$ cat config.mk
export PLATFORM = sky130hd
export DESIGN_NAME = audio_level_meter
export DESIGN_NICKNAME = d
export VERILOG_FILES = /design/src/alm_pkg.sv /design/src/audio_level_meter.sv /design/src/alm_div.sv /design/src/alm_sqrt.sv
export SDC_FILE = /design/constraint.sdc
export NUM_CORES = 2
export LEC_CHECK = 0
export ABC_CLOCK_PERIOD_IN_PS = 11970
export BUFFER_PORTS_ARGS = -buffer_cell sky130_fd_sc_hd__clkbuf_2
export CORE_MARGIN = 2
export CORE_UTILIZATION = 40
export DETAILED_ROUTE_END_ITERATION = 16
export GPL_ROUTABILITY_DRIVEN = 0
export PLACE_DENSITY_LB_ADDON = 0.15
export SYNTH_ARGS = -nofsm -noshare
export SYNTH_HDL_FRONTEND = slang
export SYNTH_SLANG_ARGS = --single-unit
$ cat constraint.sdc
create_clock -name clk_i -period 11.97 [get_ports clk_i]
set_input_delay 2.394 -clock clk_i [delete_from_list [all_inputs] [get_ports clk_i]]
set_output_delay 2.394 -clock clk_i [all_outputs]
set_load 0.02 [all_outputs]
$ cat src/alm_pkg.sv
`default_nettype none
// ----------------------------------------------------------------------------
// alm_pkg: audio level meter shared definitions
// Field widths, datapath widths, register codes, FSM and control types.
// ----------------------------------------------------------------------------
package alm_pkg;

  localparam int SAMPLE_W   = 16;
  localparam int CFG_W      = 16;
  localparam int CFG_IDX_W  = 2;
  localparam int WIN_W      = 16;
  localparam int SUM_W      = 33;
  localparam int SQ_W       = 46;
  localparam int MAC_W      = 64;
  localparam int MUL_W      = 32;
  localparam int MAC_CNT_W  = 5;
  localparam int DC_W       = 20;
  localparam int RMS_W      = 20;
  localparam int DIV_W      = MUL_W + 4;
  localparam int DIV_CNT_W  = 6;
  localparam int RAD_W      = 70;
  localparam int ROOT_W     = RAD_W / 2;
  localparam int SQRT_CNT_W = 6;

  localparam logic [CFG_IDX_W-1:0] CFG_WINDOW = 2'd0;
  localparam logic [CFG_IDX_W-1:0] CFG_SETTLE = 2'd1;

  localparam logic [CFG_W-1:0]    WINDOW_RST = 16'd16000;
  localparam logic [CFG_W-1:0]    SETTLE_RST = 16'd8000;
  localparam logic [SAMPLE_W-1:0] CLIP_LEVEL = 16'd32767;

  localparam logic [MAC_CNT_W-1:0] SQ_LAST  = MAC_CNT_W'(SAMPLE_W - 1);
  localparam logic [MAC_CNT_W-1:0] MUL_LAST = MAC_CNT_W'(WIN_W - 1);
  localparam logic [MAC_CNT_W-1:0] SUB_LAST = MAC_CNT_W'(MUL_W - 1);

  typedef enum logic [3:0] {
    ST_IDLE,
    ST_SQR,
    ST_ACC,
    ST_DC_GO,
    ST_DC_WAIT,
    ST_MUL,
    ST_SUB,
    ST_SQRT_GO,
    ST_SQRT_WAIT,
    ST_RMS_GO,
    ST_RMS_WAIT,
    ST_OUT
  } state_e;

  typedef enum logic [1:0] {
    MAC_SQ,
    MAC_MUL,
    MAC_SUB
  } mac_op_e;

  typedef struct packed {
    logic    take;
    logic    settle_dec;
    logic    mac_ld;
    mac_op_e mac_op;
    logic    mac_run;
    logic    mac_sub;
    logic    acc_upd;
    logic    div_start;
    logic    div_sel_rms;
    logic    dc_cap;
    logic    sq_start;
    logic    out_load;
  } ctrl_t;

  function automatic logic [SAMPLE_W-1:0] abs_sample(input logic [SAMPLE_W-1:0] s);
    return s[SAMPLE_W-1] ? (~s + 1'b1) : s;
  endfunction

endpackage
`default_nettype wire

$ cat src/audio_level_meter.sv
`default_nettype none
// ----------------------------------------------------------------------------
// audio_level_meter: windowed DC / RMS / peak / clip meter for 16-bit PCM
// Input channel: in_valid_i, in_stall_o, sample_i; one sample per beat.
// Output channel: out_valid_o, out_stall_i and the five result fields; one
// beat per finished window.
// Config: cfg_we_i, cfg_index_i, cfg_wdata_i; index 0 window length, index 1
// settle count (also reloads the settle counter). Write only while idle.
// After reset the first settle samples are dropped.
// An ordinary sample is accepted, squared bit-serially, then accumulated.
// A window-ending sample then runs a 36-step serial divide for DC, a
// 48-step serial multiply/subtract for the variance, a 35-step serial
// root and a second 36-step divide for RMS.
// The result sits in an output register; while the receiver stalls, a
// further window-ending sample waits in the last step with the input stalled.
// Reset: window 16000, settle 8000, accumulators and window counter cleared.
// ----------------------------------------------------------------------------
module audio_level_meter (
  input  logic                          clk_i,
  input  logic                          rst_ni,
  input  logic                          in_valid_i,
  output logic                          in_stall_o,
  input  logic [alm_pkg::SAMPLE_W-1:0]  sample_i,
  output logic                          out_valid_o,
  input  logic                          out_stall_i,
  output logic [alm_pkg::WIN_W-1:0]     window_index_o,
  output logic [alm_pkg::DC_W-1:0]      dc_q4_o,
  output logic [alm_pkg::RMS_W-1:0]     rms_q4_o,
  output logic [alm_pkg::SAMPLE_W-1:0]  peak_o,
  output logic [alm_pkg::WIN_W-1:0]     clip_count_o,
  input  logic                          cfg_we_i,
  input  logic [alm_pkg::CFG_IDX_W-1:0] cfg_index_i,
  input  logic [alm_pkg::CFG_W-1:0]     cfg_wdata_i
);
  import alm_pkg::*;

  state_e state_q, state_d;
  ctrl_t  ctl;

  logic [CFG_W-1:0]     window_q;
  logic [CFG_W-1:0]     settle_left_q;
  logic [SUM_W-1:0]     acc_sum_q;
  logic [SQ_W-1:0]      acc_sq_q;
  logic [SAMPLE_W-1:0]  peak_q;
  logic [WIN_W-1:0]     clip_q;
  logic [WIN_W-1:0]     cnt_win_q;
  logic [WIN_W-1:0]     win_done_q;
  logic [SAMPLE_W-1:0]  sample_q;
  logic [MAC_W-1:0]     mcand_q;
  logic [MUL_W-1:0]     mplier_q;
  logic [MAC_W-1:0]     mac_acc_q, mac_acc_d;
  logic [MAC_CNT_W-1:0] mac_cnt_q;
  logic [DC_W-1:0]      dc_q;

  logic                 out_valid_q;
  logic [WIN_W-1:0]     out_idx_q;
  logic [DC_W-1:0]      out_dc_q;
  logic [RMS_W-1:0]     out_rms_q;
  logic [SAMPLE_W-1:0]  out_peak_q;
  logic [WIN_W-1:0]     out_clip_q;

  logic                 in_acc;
  logic                 out_free;
  logic                 mac_last;
  logic                 win_end;
  logic [CFG_W-1:0]     wlen;
  logic [SAMPLE_W-1:0]  a_in;
  logic [SAMPLE_W-1:0]  a_cur;
  logic [SUM_W-1:0]     sum_abs_w;
  logic [MUL_W-1:0]     sum_abs;
  logic [DIV_W-1:0]     div_dividend;
  logic [DIV_W-1:0]     div_quot;
  logic                 div_done;
  logic [RAD_W-1:0]     radicand;
  logic [ROOT_W-1:0]    root;
  logic                 sq_done;
  logic [DC_W-1:0]      q_dc;

  assign in_acc   = in_valid_i && !in_stall_o;
  assign out_free = !out_valid_q || !out_stall_i;
  assign mac_last = (mac_cnt_q == '0);
  assign wlen     = (window_q == '0) ? CFG_W'(1) : window_q;
  assign win_end  = ({1'b0, cnt_win_q} + 1'b1) >= {1'b0, wlen};
  assign a_in     = abs_sample(sample_i);
  assign a_cur    = abs_sample(sample_q);
  assign sum_abs_w = acc_sum_q[SUM_W-1] ? (~acc_sum_q + 1'b1) : acc_sum_q;
  assign sum_abs   = sum_abs_w[MUL_W-1:0];
  assign q_dc      = div_quot[DC_W-1:0];

  // next state
  always_comb begin
    state_d = state_q;
    unique case (state_q)
      ST_IDLE: begin
        if (in_acc && settle_left_q == '0) begin
          state_d = ST_SQR;
        end
      end
      ST_SQR:       if (mac_last) state_d = ST_ACC;
      ST_ACC:       state_d = win_end ? ST_DC_GO : ST_IDLE;
      ST_DC_GO:     state_d = ST_DC_WAIT;
      ST_DC_WAIT:   if (div_done) state_d = ST_MUL;
      ST_MUL:       if (mac_last) state_d = ST_SUB;
      ST_SUB:       if (mac_last) state_d = ST_SQRT_GO;
      ST_SQRT_GO:   state_d = ST_SQRT_WAIT;
      ST_SQRT_WAIT: if (sq_done) state_d = ST_RMS_GO;
      ST_RMS_GO:    state_d = ST_RMS_WAIT;
      ST_RMS_WAIT:  if (div_done) state_d = ST_OUT;
      ST_OUT:       if (out_free) state_d = ST_IDLE;
      default:      state_d = ST_IDLE;
    endcase
  end

  // control outputs
  always_comb begin
    ctl = '0;
    unique case (state_q)
      ST_IDLE: begin
        if (in_acc) begin
          ctl.take = 1'b1;
          if (settle_left_q != '0) begin
            ctl.settle_dec = 1'b1;
          end else begin
            ctl.mac_ld = 1'b1;
            ctl.mac_op = MAC_SQ;
          end
        end
      end
      ST_SQR: ctl.mac_run = 1'b1;
      ST_ACC: ctl.acc_upd = 1'b1;
      ST_DC_GO: ctl.div_start = 1'b1;
      ST_DC_WAIT: begin
        if (div_done) begin
          ctl.dc_cap = 1'b1;
          ctl.mac_ld = 1'b1;
          ctl.mac_op = MAC_MUL;
        end
      end
      ST_MUL: begin
        ctl.mac_run = 1'b1;
        if (mac_last) begin
          ctl.mac_ld = 1'b1;
          ctl.mac_op = MAC_SUB;
        end
      end
      ST_SUB: begin
        ctl.mac_run = 1'b1;
        ctl.mac_sub = 1'b1;
      end
      ST_SQRT_GO: ctl.sq_start = 1'b1;
      ST_SQRT_WAIT: ctl = '0;
      ST_RMS_GO: begin
        ctl.div_start   = 1'b1;
        ctl.div_sel_rms = 1'b1;
      end
      ST_RMS_WAIT: ctl = '0;
      ST_OUT: ctl.out_load = out_free;
      default: ctl = '0;
    endcase
  end

  always_ff @(posedge clk_i or negedge rst_ni) begin
    if (!rst_ni) begin
      state_q <= ST_IDLE;
    end else begin
      state_q <= state_d;
    end
  end

  // configuration and window state
  always_ff @(posedge clk_i or negedge rst_ni) begin
    if (!rst_ni) begin
      window_q      <= WINDOW_RST;
      settle_left_q <= SETTLE_RST;
      acc_sum_q     <= '0;
      acc_sq_q      <= '0;
      peak_q        <= '0;
      clip_q        <= '0;
      cnt_win_q     <= '0;
      win_done_q    <= '0;
    end else begin
      if (cfg_we_i && cfg_index_i == CFG_WINDOW) begin
        window_q <= cfg_wdata_i;
      end
      if (cfg_we_i && cfg_index_i == CFG_SETTLE) begin
        settle_left_q <= cfg_wdata_i;
      end else if (ctl.settle_dec) begin
        settle_left_q <= settle_left_q - 1'b1;
      end
      if (ctl.acc_upd) begin
        acc_sum_q <= acc_sum_q + {{(SUM_W-SAMPLE_W){sample_q[SAMPLE_W-1]}}, sample_q};
        acc_sq_q  <= acc_sq_q + mac_acc_q[SQ_W-1:0];
        cnt_win_q <= cnt_win_q + 1'b1;
        if (a_cur > peak_q) begin
          peak_q <= a_cur;
        end
        if (a_cur >= CLIP_LEVEL) begin
          clip_q <= clip_q + 1'b1;
        end
      end else if (ctl.out_load) begin
        acc_sum_q  <= '0;
        acc_sq_q   <= '0;
        peak_q     <= '0;
        clip_q     <= '0;
        cnt_win_q  <= '0;
        win_done_q <= win_done_q + 1'b1;
      end
    end
  end

  // bit-serial multiply / multiply-subtract
  always_comb begin
    mac_acc_d = mac_acc_q;
    if (mplier_q[0]) begin
      mac_acc_d = ctl.mac_sub ? (mac_acc_q - mcand_q) : (mac_acc_q + mcand_q);
    end
  end

  always_ff @(posedge clk_i) begin
    if (ctl.take) begin
      sample_q <= sample_i;
    end
    if (ctl.mac_ld) begin
      unique case (ctl.mac_op)
        MAC_SQ: begin
          mcand_q   <= {{(MAC_W-SAMPLE_W){1'b0}}, a_in};
          mplier_q  <= {{(MUL_W-SAMPLE_W){1'b0}}, a_in};
          mac_cnt_q <= SQ_LAST;
        end
        MAC_MUL: begin
          mcand_q   <= {{(MAC_W-SQ_W){1'b0}}, acc_sq_q};
          mplier_q  <= {{(MUL_W-WIN_W){1'b0}}, cnt_win_q};
          mac_cnt_q <= MUL_LAST;
        end
        MAC_SUB: begin
          mcand_q   <= {{(MAC_W-MUL_W){1'b0}}, sum_abs};
          mplier_q  <= sum_abs;
          mac_cnt_q <= SUB_LAST;
        end
        default: begin
          mcand_q   <= '0;
          mplier_q  <= '0;
          mac_cnt_q <= '0;
        end
      endcase
    end else if (ctl.mac_run) begin
      mcand_q   <= {mcand_q[MAC_W-2:0], 1'b0};
      mplier_q  <= {1'b0, mplier_q[MUL_W-1:1]};
      mac_cnt_q <= mac_cnt_q - 1'b1;
    end
    if (ctl.mac_run) begin
      mac_acc_q <= mac_acc_d;
    end else if (ctl.mac_ld && ctl.mac_op != MAC_SUB) begin
      mac_acc_q <= '0;
    end
    if (ctl.dc_cap) begin
      dc_q <= acc_sum_q[SUM_W-1] ? (~q_dc + 1'b1) : q_dc;
    end
  end

  // divide and root units
  assign div_dividend = ctl.div_sel_rms ? {{(DIV_W-ROOT_W){1'b0}}, root}
                      : ({sum_abs, 4'b0000}
                         + {{(DIV_W-WIN_W+1){1'b0}}, cnt_win_q[WIN_W-1:1]});

  assign radicand = mac_acc_q[MAC_W-1] ? '0 : {mac_acc_q[RAD_W-9:0], 8'h00};

  alm_div u_div (
    .clk_i      (clk_i),
    .rst_ni     (rst_ni),
    .start_i    (ctl.div_start),
    .dividend_i (div_dividend),
    .divisor_i  (cnt_win_q),
    .done_o     (div_done),
    .quot_o     (div_quot)
  );

  alm_sqrt u_sqrt (
    .clk_i      (clk_i),
    .rst_ni     (rst_ni),
    .start_i    (ctl.sq_start),
    .radicand_i (radicand),
    .done_o     (sq_done),
    .root_o     (root)
  );

  // output register
  always_ff @(posedge clk_i or negedge rst_ni) begin
    if (!rst_ni) begin
      out_valid_q <= 1'b0;
    end else if (ctl.out_load) begin
      out_valid_q <= 1'b1;
    end else if (!out_stall_i) begin
      out_valid_q <= 1'b0;
    end
  end

  always_ff @(posedge clk_i) begin
    if (ctl.out_load) begin
      out_idx_q  <= win_done_q + 1'b1;
      out_dc_q   <= dc_q;
      out_rms_q  <= div_quot[RMS_W-1:0];
      out_peak_q <= peak_q;
      out_clip_q <= clip_q;
    end
  end

  assign in_stall_o     = (state_q != ST_IDLE);
  assign out_valid_o    = out_valid_q;
  assign window_index_o = out_idx_q;
  assign dc_q4_o        = out_dc_q;
  assign rms_q4_o       = out_rms_q;
  assign peak_o         = out_peak_q;
  assign clip_count_o   = out_clip_q;

`ifndef NO_ASSERTIONS
  a_div_done_state: assert property (@(posedge clk_i) disable iff (!rst_ni)
    div_done |-> (state_q == ST_DC_WAIT || state_q == ST_RMS_WAIT))
    else $error("divider finished outside a divide wait");

  a_sqrt_done_state: assert property (@(posedge clk_i) disable iff (!rst_ni)
    sq_done |-> (state_q == ST_SQRT_WAIT))
    else $error("root unit finished outside its wait");

  a_window_nonempty: assert property (@(posedge clk_i) disable iff (!rst_ni)
    (state_q == ST_DC_GO) |-> (cnt_win_q != '0))
    else $error("window closed with zero samples");

  a_result_loaded: assert property (@(posedge clk_i) disable iff (!rst_ni)
    ctl.out_load |=> (out_valid_q && state_q == ST_IDLE && cnt_win_q == '0))
    else $error("result beat not presented after window close");
`endif

endmodule
`default_nettype wire

$ cat src/alm_div.sv
`default_nettype none
// ----------------------------------------------------------------------------
// alm_div: serial restoring divider
// One quotient bit per cycle; done pulses once the quotient is final.
// ----------------------------------------------------------------------------
module alm_div (
  input  logic                       clk_i,
  input  logic                       rst_ni,
  input  logic                       start_i,
  input  logic [alm_pkg::DIV_W-1:0]  dividend_i,
  input  logic [alm_pkg::WIN_W-1:0]  divisor_i,
  output logic                       done_o,
  output logic [alm_pkg::DIV_W-1:0]  quot_o
);
  import alm_pkg::*;

  logic                 busy_q;
  logic                 done_q;
  logic [DIV_CNT_W-1:0] cnt_q;
  logic [WIN_W-1:0]     rem_q, rem_d;
  logic [DIV_W-1:0]     quo_q;
  logic [WIN_W-1:0]     dvs_q;
  logic [WIN_W:0]       trial;
  logic [WIN_W:0]       diff;
  logic                 ge;

  always_comb begin
    trial = {rem_q, quo_q[DIV_W-1]};
    diff  = trial - {1'b0, dvs_q};
    ge    = trial >= {1'b0, dvs_q};
    rem_d = ge ? diff[WIN_W-1:0] : trial[WIN_W-1:0];
  end

  always_ff @(posedge clk_i or negedge rst_ni) begin
    if (!rst_ni) begin
      busy_q <= 1'b0;
      done_q <= 1'b0;
      cnt_q  <= '0;
    end else begin
      done_q <= busy_q && (cnt_q == '0);
      if (start_i) begin
        busy_q <= 1'b1;
        cnt_q  <= DIV_CNT_W'(DIV_W - 1);
      end else if (busy_q) begin
        cnt_q <= cnt_q - 1'b1;
        if (cnt_q == '0) begin
          busy_q <= 1'b0;
        end
      end
    end
  end

  always_ff @(posedge clk_i) begin
    if (start_i) begin
      quo_q <= dividend_i;
      rem_q <= '0;
      dvs_q <= divisor_i;
    end else if (busy_q) begin
      quo_q <= {quo_q[DIV_W-2:0], ge};
      rem_q <= rem_d;
    end
  end

  assign done_o = done_q;
  assign quot_o = quo_q;

endmodule
`default_nettype wire

$ cat src/alm_sqrt.sv
`default_nettype none
// ----------------------------------------------------------------------------
// alm_sqrt: serial integer square root
// Two radicand bits per cycle, one root bit per cycle; floor result.
// ----------------------------------------------------------------------------
module alm_sqrt (
  input  logic                        clk_i,
  input  logic                        rst_ni,
  input  logic                        start_i,
  input  logic [alm_pkg::RAD_W-1:0]   radicand_i,
  output logic                        done_o,
  output logic [alm_pkg::ROOT_W-1:0]  root_o
);
  import alm_pkg::*;

  logic                  busy_q;
  logic                  done_q;
  logic [SQRT_CNT_W-1:0] cnt_q;
  logic [RAD_W-1:0]      rad_q;
  logic [ROOT_W-1:0]     root_q, root_d;
  logic [ROOT_W:0]       rem_q, rem_d;
  logic [ROOT_W+2:0]     trial;
  logic [ROOT_W+2:0]     test;
  logic [ROOT_W+2:0]     diff;
  logic                  ge;

  always_comb begin
    trial  = {rem_q, rad_q[RAD_W-1:RAD_W-2]};
    test   = {1'b0, root_q, 2'b01};
    diff   = trial - test;
    ge     = trial >= test;
    rem_d  = ge ? diff[ROOT_W:0] : trial[ROOT_W:0];
    root_d = {root_q[ROOT_W-2:0], ge};
  end

  always_ff @(posedge clk_i or negedge rst_ni) begin
    if (!rst_ni) begin
      busy_q <= 1'b0;
      done_q <= 1'b0;
      cnt_q  <= '0;
    end else begin
      done_q <= busy_q && (cnt_q == '0);
      if (start_i) begin
        busy_q <= 1'b1;
        cnt_q  <= SQRT_CNT_W'(ROOT_W - 1);
      end else if (busy_q) begin
        cnt_q <= cnt_q - 1'b1;
        if (cnt_q == '0) begin
          busy_q <= 1'b0;
        end
      end
    end
  end

  always_ff @(posedge clk_i) begin
    if (start_i) begin
      rad_q  <= radicand_i;
      root_q <= '0;
      rem_q  <= '0;
    end else if (busy_q) begin
      rad_q  <= {rad_q[RAD_W-3:0], 2'b00};
      root_q <= root_d;
      rem_q  <= rem_d;
    end
  end

  assign done_o = done_q;
  assign root_o = root_q;

endmodule
`default_nettype wire

==> flow_summary.yaml <==
timing:
  tns_ns: 0
  hold_slack_ns: 0.418
  max_freq_mhz: 173
  finalMaxSlewViolations: 0
  timing.final.crit_share_pct: 48.4
  period_needed_ns: 5.79
  rsz0062_at_grt: "no"
  maxSlewHeadroom_pct: 13.1
  timing.final.ws_setup_ns: 6.18
  tightest_slew_ns: 1.29
  finalSetupViolations: 0
  finalClockSkew_ns: 0.0497
  hold_viol: 0
yosys:
  netlist_area_um2: 42700
  synth.avg_cell_area_um2: 9.37
  yosysTopAreaCell: "edfxtp_1"
  synth.distinct_cells: 90
  synth_edf_count: 403
  synth_area_leaders: "edfxtp_1 28%, dfrtp_1 11%, ha_1 7.3%"
  synth_top_area_share_pct: 28.3
  yosysSeqAreaShare_pct: 43.9
  synth_seq_cells: 686
  syn_nets: 4854
  ys_async_sr_fraction_pct: 28.6
  synth_cells: 4560
  synth_warnings: 0
  synthFlopType: "edfxtp_1"
global_routing:
  grt-ovfl-total: 0
  antenna_found_initial: 1
  grt_pass1_vias: 32400
  grt_pass1_wl_mm: 187
  grt_usage_pct: 21.6
  grt_max_degree: 95
worst_setup_path:
  worst-r2r-setup-slack_ns: 6.18
  rr_worst_depth: 18
  startpoint_type: "flop"
  cp-end-kind: "flop"
  worst_ep_required_time_ns: 12.32
  arrival_ns: 6.15
  timing.rr.start: "mcand_q[3]"
  r2r-end: "mac_acc_q[58]"
  cp_max_fo: 10
  critical_path_class: "reg -> reg"
place:
  pre_cts_slack_ns: 6.29
  place.port_buffers: 128
  post-dp-hpwl_mm: 85.5
die:
  start_util_pct: 40.4
  io_pins: 129
  die_h_um: 331
  fp.dieW_um: 331
  core_area_um2: 106000
  rows: 119
  die-area_um2: 109000
clock_tree:
  cts_buffer_depth: 3
  hold_buffers: 0
  post_cts_resized: 0
  clk_latency_ns: 0.68
  clk_pin_slew_worst_paths_ns: 0.06
  cts_max_level: 3
  cts_num_sinks: 686
  cts_root_buf: "clkbuf_16"
  postCtsSetupBuffers: 0
  cts_tree: "built"
  cts_buffers: 82
routing:
  viasPerCell: 5.62
  top_layer: "met4"
  firstDrtPassIters: 5
  drt-met1-wl_mm: 57.4
  drtAntennaViolNets: 0
  vias: 34000
  route.detailed.drc: 0
  drt-wirelength-per-cell_um: 19.7
  wl_met2_mm: 52.8
  postRouteWirelength_mm: 119
  wl_met3_mm: 6.54
  drt-initial-drc-count: 2669
hold_path:
  worstHoldPathCells: 0
  whs_endpoint: "dc_q4_o[10]"
  min_from: "dc_q[10]"
  min_path_type: "reg -> reg"
run:
  drv_cap: 0
power_and_ir_drop:
  power.leakage_nw: 19.5
  peakVddDrop_v: 0.0000854
  power_density_nw_per_um2: 109
finish:
  drive_gt1_share_pct: 7.76
  final_nets: 4888
  area_delta_synth_final_pct: 11.0
status:
  status: "finished, final reports clean"
-- routing by layer --
metal	GRT usage, %	vias up
li1	-	16600
met1	31.6	16400
met2	33.4	830
met3	3.17	143
met4	5.74	0
met5	0	-
-- metrics by stage --
step                      std cells  util [%]  instance area [µm²]  power, W
after floorplan                4560         -                42700   0.00262
after global placement         5901      42.3                44700   0.00267
after detailed placement       5901      42.3                44700   0.00267
after CTS                      6054      44.9                47500   0.00524
after global routing           6055      44.9                47500   0.00535
final                          6056      44.9                47500   0.00517
-- cell type report --
class | count | area, µm²
Timing Repair Buffer | 170 | 966
Sequential cell | 686 | 18800
Clock inverter | 40 | 475
Inverter | 190 | 716
Multi-Input combinational cell | 3464 | 22500
Fill cell | 10300 | 58300
Clock buffer | 113 | 2250
Tap cell | 1391 | 1740
Antenna cell | 2 | 5.00
-- cell usage in the layout, fill, tap and decap left out, types with 14 or more instances in the layout --
cell / count
a221o_1: 19
and2_1: 33
ha_1: 250
nand2_1: 455
nor4_1: 30
inv_1: 188
nand3b_1: 68
dfxtp_1: 87
nor3_1: 73
a21oi_1: 339
dfrtp_1: 183
o21ai_0: 305
clkbuf_2: 127
nand4_1: 54
nor2b_1: 33
o211ai_1: 23
a22o_1: 23
a31oi_1: 59
xor2_1: 176
o22ai_1: 14
o31ai_1: 49
o41ai_1: 21
or4_1: 17
o21a_1: 39
clkbuf_1: 24
clkbuf_16: 83
nand2b_1: 52
and3_1: 45
edfxtp_1: 403
nand3_1: 141
xnor2_1: 210
mux2i_1: 77
nor3b_1: 16
a21o_1: 140
buf_4: 42
nor2_1: 419
o21bai_1: 42
or3_1: 32
a211oi_1: 46
a21boi_0: 15
-- critical path, stage by stage (launching register included) --
cell and delay [ns]:
edfxtp_1 0.47, nor4_1 0.53, nand3_1 0.33, nor4b_4 0.52, nand3b_1 0.25, nor2_2 0.47, nor2_1 0.10, xnor2_1 0.15
ha_1 0.37, a21o_1 0.21, a21oi_1 0.14, o22ai_1 0.10, a211o_1 0.26, a31oi_1 0.18, nand3_1 0.28, a2111oi_0 0.62
o31a_1 0.27, xor2_1 0.15, nor2_1 0.05
-- logic make-up (layout without fill, tap and decap cells) --
| group | count (synthesis) | in the layout | synth area share, % |
|---|---|---|---|
| AO/OA/AOI/OAI | 1221 | 1221 | 18.0 |
| XOR/XNOR | 387 | 387 | 7.95 |
| adder cells (fa/ha/maj) | 255 | 255 | 7.55 |
| buffers and inverters | 410 | 513 | 3.66 |
| flip-flops | 686 | 686 | 43.9 |
| multiplexers | 86 | 86 | 2.04 |
| other | 0 | 2 | 0 |
| AND/OR/NAND/NOR | 1515 | 1515 | 16.9 |
-- power by group --
part	switching (W)	internal, W
clock	0.00107	0.00148
combinational	0.0000667	0.0000357
sequential	0.0000144	0.00251
-- worst max-delay path by stage --
stage,from,endpoint,slack [ns]
floorplan,in_valid_i,mac_acc_q[0],4.66
global placement,mcand_q[4],mac_acc_q[63],6.35
detailed placement,mcand_q[4],mac_acc_q[62],6.29
CTS,mcand_q[4],mac_acc_q[58],6.24
global route,mcand_q[4],mac_acc_q[58],5.83
finish,mcand_q[3],mac_acc_q[58],6.18
-- synth_stat cells, drive strengths merged, types with 7 or more instances --
library cell	instances
o21a	40
o41ai	21
mux2i	77
nand4	55
a22oi	10
a21o	141
nand2b	53
edfxtp	403
nor2	423
and4	7
nand2	461
o22ai	14
o21ai	307
nand3b	68
or2	11
inv	190
or4	19
nand3	142
or3	32
dfxtp	87
and3	46
a21boi	15
clkbuf	196
a221oi	11
and2	34
dfrtp	184
a31oi	62
o21bai	42
a211oi	46
o211ai	23
a221o	19
xnor2	210
a22o	23
buf	24
mux2	9
o31a	8
nor3b	17
nor2b	33
a21oi	339
ha	250
nor3	78
o31ai	50
nor4	32
dfstp	12
xor2	177
-- sequential cells by signal, indices dropped and copies added, names as in the netlist, 16 cells and up --
signal	cells
mac_acc_q	64
mcand_q	64
u_sqrt.rad_q	62
acc_sq_q	46
u_div.quot_o	36
u_sqrt.rem_q	36
u_sqrt.root_o	35
acc_sum_q	33
mplier_q	32
dc_q4_o	20
dc_q	20
rms_q4_o	20
clip_count_o	16
clip_q	16
cnt_win_q	16
peak_o	16
peak_q	16
sample_q	16
settle_left_q	16
u_div.dvs_q	16
u_div.rem_q	16
win_done_q	16
window_index_o	16
window_q	16
Power figures use the tool's default switching activity.
